--- config.mk ---
export PLATFORM = sky130hd
export DESIGN_NAME = xor_value_stream_encoder
export DESIGN_NICKNAME = d
export VERILOG_FILES = /design/src/rtl/core/xvse_pkg.sv /design/src/rtl/core/xvse_front.sv /design/src/rtl/core/xvse_queue.sv /design/src/rtl/core/xvse_back.sv /design/src/rtl/core/xor_value_stream_encoder.sv
export SDC_FILE = /design/constraint.sdc
export NUM_CORES = 1
export LEC_CHECK = 0
export BUFFER_PORTS_ARGS = -buffer_cell sky130_fd_sc_hd__buf_4
export CELL_PAD_IN_SITES_DETAIL_PLACEMENT = 1
export CELL_PAD_IN_SITES_GLOBAL_PLACEMENT = 2
export CORE_MARGIN = 3
export CORE_UTILIZATION = 39
export DETAILED_ROUTE_END_ITERATION = 7
export PLACE_DENSITY = 0.91
export REMOVE_ABC_BUFFERS = 1
export SETUP_SLACK_MARGIN = 0.5
export SKIP_LAST_GASP = 1
export SLEW_MARGIN = 20
export SYNTH_ARGS = -nofsm -noshare
export SYNTH_HDL_FRONTEND = slang
export SYNTH_SLANG_ARGS = --single-unit
export TNS_END_PERCENT = 20
--- constraint.sdc ---
create_clock -name clk -period 6.2 [get_ports clk]
set_input_delay 1.55 -clock clk [delete_from_list [all_inputs] [get_ports clk]]
set_output_delay 1.55 -clock clk [all_outputs]
set_load 0.01 [all_outputs]
--- src/rtl/core/xvse_pkg.sv ---
`timescale 1ns / 1ps
// Package for the XOR value stream encoder: shared constants, the queue item
// type and the zero-count functions. Depends on nothing.
package xvse_pkg;

  localparam int WordBits      = 64;
  localparam int ScopeBits     = 6;
  localparam int CountBits     = 7;
  localparam int PrefixBits    = 14;
  localparam int PrefixLenBits = 4;

  typedef enum logic [1:0] {
    KIND_RAW  = 2'd0,
    KIND_SAME = 2'd1,
    KIND_DIFF = 2'd2
  } kind_t;

  typedef struct packed {
    kind_t                 kind;
    logic [WordBits-1:0]   value;
    logic [ScopeBits-1:0]  lead;
    logic [ScopeBits-1:0]  trail;
    logic                  flush;
  } item_t;

  localparam logic [PrefixLenBits-1:0] LenRaw  = 4'd0;
  localparam logic [PrefixLenBits-1:0] LenSame = 4'd1;
  localparam logic [PrefixLenBits-1:0] LenFit  = 4'd2;
  localparam logic [PrefixLenBits-1:0] LenNew  = 4'd14;
  localparam logic [1:0]               CodeFit = 2'b10;
  localparam logic [1:0]               CodeNew = 2'b11;

  function automatic logic [CountBits-1:0] count_leading(input logic [WordBits-1:0] v);
    logic [3:0]           byte_lz [8];
    logic [CountBits-1:0] n;
    logic                 found;
    for (int b = 0; b < 8; b++) begin
      byte_lz[b] = 4'd8;
      for (int k = 0; k < 8; k++) begin
        if (v[b*8+k]) begin
          byte_lz[b] = 4'(7 - k);
        end
      end
    end
    n     = 7'(WordBits);
    found = 1'b0;
    for (int b = 7; b >= 0; b--) begin
      if (!found && byte_lz[b] != 4'd8) begin
        n     = 7'((7 - b) * 8) + 7'(byte_lz[b]);
        found = 1'b1;
      end
    end
    return n;
  endfunction

  function automatic logic [CountBits-1:0] count_trailing(input logic [WordBits-1:0] v);
    logic [3:0]           byte_tz [8];
    logic [CountBits-1:0] n;
    logic                 found;
    for (int b = 0; b < 8; b++) begin
      byte_tz[b] = 4'd8;
      for (int k = 7; k >= 0; k--) begin
        if (v[b*8+k]) begin
          byte_tz[b] = 4'(k);
        end
      end
    end
    n     = 7'(WordBits);
    found = 1'b0;
    for (int b = 0; b < 8; b++) begin
      if (!found && byte_tz[b] != 4'd8) begin
        n     = 7'(b * 8) + 7'(byte_tz[b]);
        found = 1'b1;
      end
    end
    return n;
  endfunction

endpackage

--- src/rtl/core/xvse_front.sv ---
`timescale 1ns / 1ps
// Front end of the encoder: accepts input transactions, XORs each word with
// the previous one and classifies it. Depends on xvse_pkg.
module xvse_front (
  input  logic                           clk,
  input  logic                           rst,
  input  logic                           in_valid,
  output logic                           in_stall,
  input  logic [xvse_pkg::WordBits-1:0]  word,
  input  logic                           first_of_series,
  input  logic                           last_of_series,
  input  logic                           queue_full,
  output logic                           push,
  output xvse_pkg::item_t                push_item
);
  import xvse_pkg::*;

  logic [WordBits-1:0]  previous_word;
  logic [WordBits-1:0]  diff;
  logic [WordBits-1:0]  subject;
  logic [CountBits-1:0] lead_count;
  logic [CountBits-1:0] trail_count;

  assign in_stall = queue_full;
  assign push     = in_valid && !queue_full;

  assign diff        = previous_word ^ word;
  assign subject     = first_of_series ? word : diff;
  assign lead_count  = count_leading(subject);
  assign trail_count = count_trailing(subject);

  always_comb begin
    push_item.value = subject;
    push_item.flush = last_of_series;
    push_item.lead  = lead_count[ScopeBits-1:0];
    push_item.trail = trail_count[ScopeBits-1:0];
    if (first_of_series) begin
      push_item.kind = KIND_RAW;
      if (word == '0) begin
        push_item.lead  = '0;
        push_item.trail = '0;
      end
    end else if (diff == '0) begin
      push_item.kind = KIND_SAME;
    end else begin
      push_item.kind = KIND_DIFF;
    end
  end

  always_ff @(posedge clk) begin
    if (rst) begin
      previous_word <= '0;
    end else if (push) begin
      previous_word <= word;
    end
  end

endmodule

--- src/rtl/core/xvse_queue.sv ---
`timescale 1ns / 1ps
// Two-entry queue between the front and back ends of the encoder.
// Depends on xvse_pkg for the item type.
module xvse_queue (
  input  logic            clk,
  input  logic            rst,
  input  logic            push,
  input  xvse_pkg::item_t push_item,
  output logic            full,
  output logic            not_empty,
  input  logic            pop,
  output xvse_pkg::item_t pop_item
);
  import xvse_pkg::*;

  item_t      entries [2];
  logic       wr_ptr;
  logic       rd_ptr;
  logic [1:0] count;

  assign full      = (count == 2'd2);
  assign not_empty = (count != 2'd0);
  assign pop_item  = entries[rd_ptr];

  always_ff @(posedge clk) begin
    if (push) begin
      entries[wr_ptr] <= push_item;
    end
  end

  always_ff @(posedge clk) begin
    if (rst) begin
      wr_ptr <= 1'b0;
      rd_ptr <= 1'b0;
      count  <= 2'd0;
    end else begin
      if (push) begin
        wr_ptr <= !wr_ptr;
      end
      if (pop) begin
        rd_ptr <= !rd_ptr;
      end
      if (push && !pop) begin
        count <= count + 2'd1;
      end else if (pop && !push) begin
        count <= count - 2'd1;
      end
    end
  end

  assert property (@(posedge clk) disable iff (rst) count != 2'd3)
    else $error("Queue occupancy beyond two entries.");
  assert property (@(posedge clk) disable iff (rst) pop |-> count != 2'd0)
    else $error("Queue popped while empty.");
  assert property (@(posedge clk) disable iff (rst) push |-> count != 2'd2)
    else $error("Queue pushed while full.");
  assert property (@(posedge clk) disable iff (rst)
    (count == 2'd0 || count == 2'd2) |-> wr_ptr == rd_ptr)
    else $error("Queue pointers disagree with occupancy.");

endmodule

--- src/rtl/core/xvse_back.sv ---
`timescale 1ns / 1ps
// Back end of the encoder: holds the scope, forms the prefix and payload of
// each code word and drives the output register. Depends on xvse_pkg.
module xvse_back (
  input  logic                                clk,
  input  logic                                rst,
  input  logic                                not_empty,
  input  xvse_pkg::item_t                     item,
  output logic                                pop,
  output logic                                out_valid,
  input  logic                                out_stall,
  output logic [xvse_pkg::PrefixBits-1:0]     prefix_bits,
  output logic [xvse_pkg::PrefixLenBits-1:0]  prefix_length,
  output logic [xvse_pkg::WordBits-1:0]       payload_bits,
  output logic [xvse_pkg::CountBits-1:0]      payload_length,
  output logic                                flush_after
);
  import xvse_pkg::*;

  logic [ScopeBits-1:0]     scope_lead;
  logic [ScopeBits-1:0]     scope_trail;
  logic                     fits;
  logic [CountBits-1:0]     fit_len;
  logic [CountBits-1:0]     new_len;
  logic [PrefixBits-1:0]    prefix_next;
  logic [PrefixLenBits-1:0] prefix_len_next;
  logic [WordBits-1:0]      payload_next;
  logic [CountBits-1:0]     payload_len_next;

  assign pop = not_empty && (!out_valid || !out_stall);

  assign fits    = (item.lead >= scope_lead) && (item.trail >= scope_trail);
  assign fit_len = 7'(WordBits) - 7'(scope_lead) - 7'(scope_trail);
  assign new_len = 7'(WordBits) - 7'(item.lead) - 7'(item.trail);

  always_comb begin
    prefix_next      = '0;
    prefix_len_next  = LenRaw;
    payload_next     = '0;
    payload_len_next = '0;
    unique case (item.kind)
      KIND_RAW: begin
        payload_next     = item.value;
        payload_len_next = 7'(WordBits);
      end
      KIND_SAME: begin
        prefix_len_next = LenSame;
      end
      KIND_DIFF: begin
        if (fits) begin
          prefix_next      = 14'(CodeFit);
          prefix_len_next  = LenFit;
          payload_next     = item.value >> scope_trail;
          payload_len_next = fit_len;
        end else begin
          prefix_next      = {CodeNew, item.lead, 6'(new_len - 7'd1)};
          prefix_len_next  = LenNew;
          payload_next     = item.value >> item.trail;
          payload_len_next = new_len;
        end
      end
      default: begin
        prefix_len_next = LenRaw;
      end
    endcase
  end

  always_ff @(posedge clk) begin
    if (pop) begin
      prefix_bits    <= prefix_next;
      prefix_length  <= prefix_len_next;
      payload_bits   <= payload_next;
      payload_length <= payload_len_next;
      flush_after    <= item.flush;
    end
  end

  always_ff @(posedge clk) begin
    if (rst) begin
      out_valid   <= 1'b0;
      scope_lead  <= '0;
      scope_trail <= '0;
    end else begin
      if (pop) begin
        out_valid <= 1'b1;
      end else if (!out_stall) begin
        out_valid <= 1'b0;
      end
      if (pop && item.kind != KIND_SAME) begin
        scope_lead  <= item.lead;
        scope_trail <= item.trail;
      end
    end
  end

  assert property (@(posedge clk) disable iff (rst)
    ({1'b0, scope_lead} + {1'b0, scope_trail}) <= 7'd63)
    else $error("Stored scope sums past 63.");
  assert property (@(posedge clk) disable iff (rst)
    out_valid |-> (prefix_length == LenRaw && payload_length == 7'(WordBits))
               || (prefix_length == LenSame && payload_length == 7'd0)
               || (prefix_length == LenFit && payload_length != 7'd0)
               || (prefix_length == LenNew && payload_length != 7'd0))
    else $error("Prefix and payload lengths disagree.");
  assert property (@(posedge clk) disable iff (rst)
    (out_valid && prefix_length == LenNew)
      |-> payload_length == 7'(prefix_bits[ScopeBits-1:0]) + 7'd1)
    else $error("Length field does not match payload length.");
  assert property (@(posedge clk) disable iff (rst)
    (pop && item.kind == KIND_SAME) |=> $stable(scope_lead) && $stable(scope_trail))
    else $error("Scope changed on an identical word.");

endmodule

--- src/rtl/core/xor_value_stream_encoder.sv ---
`timescale 1ns / 1ps
// XOR value stream encoder, top level. A transaction on the input side takes
// one 64-bit word at a rate of one per clock cycle; each word leaves via the
// queue and the output register as one code word (prefix and payload,
// right-aligned, MSB first), one per cycle while the output is not stalled.
// The front end computes the XOR with the previous word and its zero counts,
// a two-entry queue decouples it from the back end, which applies the stored
// scope and loads the output register. The input stalls only when that
// queue is full. Depends on xvse_pkg, xvse_front, xvse_queue and xvse_back.
module xor_value_stream_encoder (
  input  logic                                clk,
  input  logic                                rst,
  input  logic                                in_valid,
  output logic                                in_stall,
  input  logic [xvse_pkg::WordBits-1:0]       word,
  input  logic                                first_of_series,
  input  logic                                last_of_series,
  output logic                                out_valid,
  input  logic                                out_stall,
  output logic [xvse_pkg::PrefixBits-1:0]     prefix_bits,
  output logic [xvse_pkg::PrefixLenBits-1:0]  prefix_length,
  output logic [xvse_pkg::WordBits-1:0]       payload_bits,
  output logic [xvse_pkg::CountBits-1:0]      payload_length,
  output logic                                flush_after
);
  import xvse_pkg::*;

  logic  push;
  logic  pop;
  logic  queue_full;
  logic  queue_not_empty;
  item_t push_item;
  item_t pop_item;

  xvse_front u_front (
    .clk             (clk),
    .rst             (rst),
    .in_valid        (in_valid),
    .in_stall        (in_stall),
    .word            (word),
    .first_of_series (first_of_series),
    .last_of_series  (last_of_series),
    .queue_full      (queue_full),
    .push            (push),
    .push_item       (push_item)
  );

  xvse_queue u_queue (
    .clk       (clk),
    .rst       (rst),
    .push      (push),
    .push_item (push_item),
    .full      (queue_full),
    .not_empty (queue_not_empty),
    .pop       (pop),
    .pop_item  (pop_item)
  );

  xvse_back u_back (
    .clk            (clk),
    .rst            (rst),
    .not_empty      (queue_not_empty),
    .item           (pop_item),
    .pop            (pop),
    .out_valid      (out_valid),
    .out_stall      (out_stall),
    .prefix_bits    (prefix_bits),
    .prefix_length  (prefix_length),
    .payload_bits   (payload_bits),
    .payload_length (payload_length),
    .flush_after    (flush_after)
  );

endmodule

==> After elaboration in Yosys (flattened, before gate mapping) <==
Memory sizes are Yosys's and may differ from the RTL's. A register that Yosys moved wholly into a read port is not among the register bits.
Index checks and enable logic that the tools add are counted.
{ "totals": {"ff_bits": 171, "elab_cells": 288, "out_inout_bits": 92, "in_bits": 70, "mem_count": 1, "mem_bits_rw": 158} }
{ "classes": {"n_eq_ne": 21, "n_reduce_logical": 48, "shift": 2, "n_mux": 178, "n_bitwise": 2, "add_sub_neg": 21, "magnitude_cmp": 2} }
{ "memory_table": {"columns": ["memory", "words", "word_bits", "rd", "rd_clocked_by_memory_dff", "wr", "line", "rtl"], "rows": [
  ["u_queue.entries", 2, 79, 1, 1, 1, "xvse_queue.sv:16", "item_t entries [2];"]
]} }
{ "ops": {"columns": ["operator", "n"], "rows": [
  ["$mux 4", 131],
  ["$logic_not 64->1", 2],
  ["$mux 64", 2],
  ["$pmux 64 s2", 1],
  ["$shr 64x6->64", 2],
  ["$mux 6", 14],
  ["$ne 4x4->1 const B", 16],
  ["$xor 64x64->64", 1],
  ["$add 6x4->6 const A", 8],
  ["$add 5x4->6 const A", 4],
  ["$mux 12", 2],
  ["$logic_not 1->1", 21],
  ["$logic_and 1x1->1", 20],
  ["$mux 1", 20],
  ["$mux 14", 1],
  ["$pmux 7 s2", 1],
  ["$sub 7x6->7", 2],
  ["$sub 7x6->7 const A", 2],
  ["$ge 6x6->1", 2],
  ["$add 4x4->5 const A", 2],
  ["$mux 2", 4],
  ["$pmux 4 s2", 1],
  ["$mux 7", 1],
  ["$sub 6x1->6 const B", 1],
  ["other kinds (10)", 13]
]} }

==> Logic depth before layout (Yosys ltp) <==
{ "depth": {"depth_word": 35, "depth_mapped": 21, "mapped_depth_nobuf": 13} }

==> Hierarchy <==
A second synthesis with hierarchy kept.
{ "hier_totals": {"cells_unflattened": 2310, "hier_area_um2": 22356.4} }
{ "by_module_without_submodules": {"columns": ["module", "cells_per_inst", "area_each_um2", "seq_area_each_um2", "n_inst"], "rows": [
  ["xvse_back", 1088, 9723.1, 2902.8, 1],
  ["xvse_front", 954, 6690.2, 1281.2, 1],
  ["xvse_queue", 268, 5943.2, 4844.6, 1]
]} }

==> Least setup slack after synthesis <==
Ideal clock, no wire load.
{ "synth_timing": {"path_kind": "in2reg", "startpoint": "input in_valid", "endpoint": "memory u_queue.entries[0][0] in the netlist's numbering (enable)", "setup_ns": 0.517, "path_slack_ns": 0.564, "t_arrival_ns": 5.119, "path_stages": 3, "required_time_ns": 5.683, "n_path_buf": 1, "path_cell_list": "nand2_1 clkbuf_1 nor2_1"} }
{ "synth_between": {"elab_chain_len": 3} }
{ "synth_lines": {"columns": ["element", "line", "rtl"], "rows": [
  ["from (decl)", "xor_value_stream_encoder.sv:13", "input logic in_valid,"],
  ["$logic_and 1x1->1", "xvse_front.sv:25", "assign push = in_valid && !queue_full;"],
  ["$mux 1", "xvse_queue.sv:26", "if (push) begin"],
  ["$mux 1 (implied by the code)", "xvse_queue.sv:27", "entries[wr_ptr] <= push_item;"],
  ["to (decl)", "xvse_queue.sv:16", null]
]} }
Every way passes these cells.

==> insert_results.sql <==
INSERT INTO impl_metrics (metric_group, metric, value, unit) VALUES
('status', 'outcome', 'complete, no violations', ''),
('critical_path', 'worst-r2r-setup-slack', '0.67', 'ns'),
('layout', 'area.growth.synth_to_final', '15.5', '%'),
('yosys', 'netlist-cell-type-count', '87', ''),
('layout', 'sequential_cell_area', '9030', 'sq um'),
('sta', 'achievable-frequency', '0.181', 'GHz'),
('global_routing', 'grt_first_pass_wirelength', '121000', 'um'),
('sta', 'timing.setup.tns', '0', 'ns'),
('detailed_routing', 'routed_wl', '82100', 'um'),
('floorplanning', 'coreArea', '52800', 'sq um'),
('yosys', 'syn-mean-instance-area', '9.65', 'sq um'),
('clocking', 'cts_max_path_buffers', '3', ''),
('yosys', 'syn-instance-count', '2168', ''),
('layout', 'multi_input_area', '11100', 'sq um'),
('clocking', 'cts_num_sinks', '328', ''),
('yosys', 'synth.ff_latch_count', '328', ''),
('yosys', 'ys_warn_count', '0', ''),
('detailed_routing', 'dr_total_vias', '18100', ''),
('detailed_routing', 'route.detailed.vias_per_inst', '5.98', ''),
('place', 'dp_hpwl', '63300', 'um'),
('clocking', 'cts_inserted_buffers', '39', ''),
('clocking', 'clkSlewWorstSetupHoldPaths', '0.06', 'ns'),
('detailed_routing', 'drt.antenna.violating_nets', '0', ''),
('critical_path', 'critical_path_required', '6.52', 'ns'),
('sta', 'relSlewSlack', '29.0', '%'),
('floorplanning', 'fp-row-count', '84', ''),
('floorplanning', 'die_y', '238', 'um'),
('global_routing', 'pin_count_of_the_biggest_net_entering_global_routing', '83', ''),
('global_routing', 'first_global_vias', '18300', ''),
('detailed_routing', 'post_drt_wl_per_cell', '27.2', 'um'),
('detailed_routing', 'detail_route.iter0.violations', '1361', ''),
('sta', 'fin_crit_sh', '89.2', '%'),
('floorplanning', 'fp.dieArea', '56400', 'sq um'),
('sta', 'unrepaired_setup_endpoints_after_global_routing', 'yes', ''),
('layout', 'num-nets-final', '2412', ''),
('place', 'gp_routability_congestion', '1.01', ''),
('place', 'portBuffers', '161', ''),
('critical_path', 'regToRegEndpoint', 'u_back.payload_bits[13]$_DFFE_PP_', ''),
('yosys', 'async_flop_share', '0', '%'),
('layout', 'num-fill-cells', '5922', ''),
('critical_path', 'ws_path_type', 'reg -> reg', ''),
('floorplanning', 'io-pin-count', '162', ''),
('critical_path', 'timing.critical_path.to', 'u_back.payload_bits[13]$_DFFE_PP_', ''),
('yosys', 'ys.flop_type', 'sky130_fd_sc_hd__edfxtp_1', ''),
('clocking', 'holdBufCountCts', '0', ''),
('critical_path', 'timing.critical_path.fanout_max', '27', ''),
('sta', 'timing.final.crit_period', '5.53', 'ns'),
('clocking', 'h_tree_levels', '2', ''),
('worst_hold_path', 'hold_depth', '2', ''),
('critical_path', 'ff2ff_path_depth', '13', ''),
('detailed_routing', 'drt_first_pass_iters', '5', ''),
('clocking', 'tritoncts', 'built', ''),
('clocking', 'skew_pair_late_insertion_delay', '0.59', 'ns'),
('critical_path', 'startpoint_type', 'register', ''),
('critical_path', 'worstSetupEndpointType', 'register', ''),
('global_routing', 'grt-ovfl-total', '0', ''),
('sta', 'report.final.hold_viol_count', '0', ''),
('global_routing', 'grt_antenna_before_repair', '1', ''),
('floorplanning', 'initial_core_utilization', '39.6', '%'),
('clocking', 'postCtsResizedCells', '0', ''),
('global_routing', 'globalRouteTotalUtil', '28.6', '%'),
('sta', 'finalSetupViolCount', '0', ''),
('clocking', 'clock_tree.root_cell', 'sky130_fd_sc_hd__clkbuf_16', ''),
('sta', 'report.final.slew_viol_count', '0', ''),
('yosys', 'synth.cell_area', '20900', 'sq um'),
('yosys', 'synth.yosys.seq_area_share', '43.2', '%'),
('job', 'cap_violations', '0', ''),
('critical_path', 'data_arrival_at_the_endpoint_of_the_critical_path', '5.85', 'ns'),
('floorplanning', 'die_x', '238', 'um'),
('detailed_routing', 'post-route-drc-count', '0', ''),
('layout', 'ratio_of_cells_with_drive_above_1_in_the_final_layout', '15.6', '%'),
('yosys', 'synth_edf_count', '246', ''),
('sta', 'worst-slew-pin-transition', '1.07', 'ns'),
('layout', 'postLayoutCoreUtil', '45.8', '%'),
('sta', 'holdWs', '0.505', 'ns'),
('worst_hold_path', 'worst_hold_path_type', 'reg -> reg', ''),
('sta', 'timing.clock.skew', '0.0261', 'ns'),
('clocking', 'cts_setup_buffers', '0', '');
[worst min path at each step]
stage                     slack (ns)                                    from                                     end
final                           0.50       u_back.scope_lead[5]$_SDFFE_PP0P_       u_back.scope_lead[5]$_SDFFE_PP0P_
after global routing            0.53  u_front.previous_word[15]$_SDFFE_PP0P_  u_front.previous_word[15]$_SDFFE_PP0P_
after CTS                       0.50       u_back.scope_lead[5]$_SDFFE_PP0P_       u_back.scope_lead[5]$_SDFFE_PP0P_
after detailed placement        0.49       u_back.scope_lead[5]$_SDFFE_PP0P_       u_back.scope_lead[5]$_SDFFE_PP0P_
after global placement          0.46           u_back.out_valid$_SDFFE_PP0P_           u_back.out_valid$_SDFFE_PP0P_
after floorplan                 0.46  u_front.previous_word[12]$_SDFFE_PP0P_  u_front.previous_word[12]$_SDFFE_PP0P_
[cell usage in the layout (no fill, tap or decap), types with 6 or more instances in the layout]
| cell | n |
|---|---|
| sky130_fd_sc_hd__nor3_1 | 25 |
| sky130_fd_sc_hd__a21oi_1 | 127 |
| sky130_fd_sc_hd__nand2b_1 | 52 |
| sky130_fd_sc_hd__and2_1 | 6 |
| sky130_fd_sc_hd__o221ai_1 | 17 |
| sky130_fd_sc_hd__clkinv_2 | 8 |
| sky130_fd_sc_hd__nor4_1 | 13 |
| sky130_fd_sc_hd__ha_1 | 36 |
| sky130_fd_sc_hd__o22ai_1 | 30 |
| sky130_fd_sc_hd__a31oi_1 | 40 |
| sky130_fd_sc_hd__o21ai_0 | 72 |
| sky130_fd_sc_hd__nor2_1 | 260 |
| sky130_fd_sc_hd__xnor2_1 | 94 |
| sky130_fd_sc_hd__clkbuf_1 | 9 |
| sky130_fd_sc_hd__xor2_1 | 38 |
| sky130_fd_sc_hd__a21o_1 | 11 |
| sky130_fd_sc_hd__o21bai_1 | 6 |
| sky130_fd_sc_hd__nor4bb_1 | 9 |
| sky130_fd_sc_hd__nand4_1 | 10 |
| sky130_fd_sc_hd__nand2_1 | 282 |
| sky130_fd_sc_hd__a211oi_1 | 23 |
| sky130_fd_sc_hd__mux2i_1 | 200 |
| sky130_fd_sc_hd__dfxtp_1 | 81 |
| sky130_fd_sc_hd__clkbuf_16 | 40 |
| sky130_fd_sc_hd__a22oi_1 | 14 |
| sky130_fd_sc_hd__mux4_2 | 12 |
| sky130_fd_sc_hd__buf_4 | 215 |
| sky130_fd_sc_hd__inv_1 | 71 |
| sky130_fd_sc_hd__edfxtp_1 | 246 |
| sky130_fd_sc_hd__clkinv_1 | 8 |
| sky130_fd_sc_hd__or3_1 | 6 |
| sky130_fd_sc_hd__nor2b_1 | 31 |
| sky130_fd_sc_hd__o32ai_1 | 34 |
| sky130_fd_sc_hd__mux2_2 | 41 |
| sky130_fd_sc_hd__o211ai_1 | 22 |
| sky130_fd_sc_hd__nand3_1 | 16 |
[worst max-delay path, stage by stage (launching register included)]
cell,delay [ns]
sky130_fd_sc_hd__dfxtp_4,0.62
sky130_fd_sc_hd__mux2i_1,0.57
sky130_fd_sc_hd__inv_1,0.14
sky130_fd_sc_hd__ha_1,0.32
sky130_fd_sc_hd__nor3_1,0.36
sky130_fd_sc_hd__o31ai_2,0.15
sky130_fd_sc_hd__nand2_4,0.28
sky130_fd_sc_hd__a21o_2,0.70
sky130_fd_sc_hd__buf_4,0.44
sky130_fd_sc_hd__mux2_2,0.40
sky130_fd_sc_hd__mux2i_1,0.37
sky130_fd_sc_hd__mux2i_1,0.19
sky130_fd_sc_hd__a221o_1,0.38
sky130_fd_sc_hd__o31a_1,0.30
[through the flow]
stage	cell area (sq um)	setup slack, ns	instances
4_1_cts	24100	0.765	3021
2_1_floorplan	20300	-2.02	2044
3_3_place_gp	22900	0.847	2950
5_1_grt	24200	0.438	3022
3_5_place_dp	22900	0.713	2950
6_report	24200	0.670	3023
[layer usage]
layer  track usage (%)  part of all wire [%]
met5                 0                     0
met4              14.5                   5.8
met3              3.98                   5.3
met2              46.3                    46
met1              37.6                    43
[synth_stat cells (all sizes together), types with 5 or more instances]
cell / number / area, sq um
a2111oi: 5 / 87.6
a211o: 5 / 43.8
a211oi: 23 / 173
a21boi: 6 / 56.3
a21o: 14 / 105
a21oi: 130 / 654
a22o: 5 / 43.8
a22oi: 14 / 105
a31oi: 40 / 250
and2: 6 / 37.5
buf: 60 / 364
clkbuf: 64 / 240
dfxtp: 82 / 1640
edfxtp: 246 / 7390
ha: 36 / 450
inv: 73 / 274
mux2: 42 / 477
mux2i: 201 / 2020
mux4: 15 / 349
nand2: 285 / 1080
nand2b: 54 / 353
nand3: 16 / 80.1
nand4: 10 / 62.6
nor2: 263 / 992
nor2b: 31 / 194
nor3: 25 / 125
nor4: 13 / 81.3
nor4bb: 9 / 90.1
o211ai: 22 / 165
o21ai: 76 / 395
o21bai: 6 / 45.0
o221ai: 17 / 149
o22a: 5 / 43.8
o22ai: 30 / 188
o2bb2ai: 5 / 43.8
o31a: 5 / 53.8
o32a: 5 / 50.1
o32ai: 34 / 298
or3: 6 / 37.5
xnor2: 94 / 823
xor2: 38 / 333
[kinds of logic (layout without fill, tap and decap cells)]
family / Yosys count / after routing / synth area share, %
compound gates: 484 / 485 / 15.7
xor+xnor: 132 / 132 / 5.53
fa+ha+maj: 38 / 38 / 2.35
buf+inv: 197 / 362 / 4.20
flops: 328 / 328 / 43.2
mux: 258 / 258 / 13.6
other cells: 0 / 1 / 0
simple gates: 731 / 731 / 15.4
[area by class of cell]
class | instances | share of cell area [%]
Timing Repair Buffer | 218 | 6.93
Clock inverter | 22 | 0.922
Clock buffer | 49 | 4.28
Tap cell | 688 | 3.56
Multi-Input combinational cell | 1644 | 45.8
Antenna cell | 1 | 0.0104
Inverter | 73 | 1.14
Sequential cell | 328 | 37.4
[state kept, by name, indices dropped and copies added (netlist names), 3 cells and up, named ones only]
name / count
u_back.scope_trail: 6
u_back.payload_bits: 64
u_back.payload_length: 7
u_front.previous_word: 64
u_queue.entries: 158
u_back.scope_lead: 6
u_back.prefix_length: 3
u_back.prefix_bits: 13
Power is left out: the tool's default activity adds up to more than one toggle a clock period on the data nets, which glitch-free logic cannot reach.
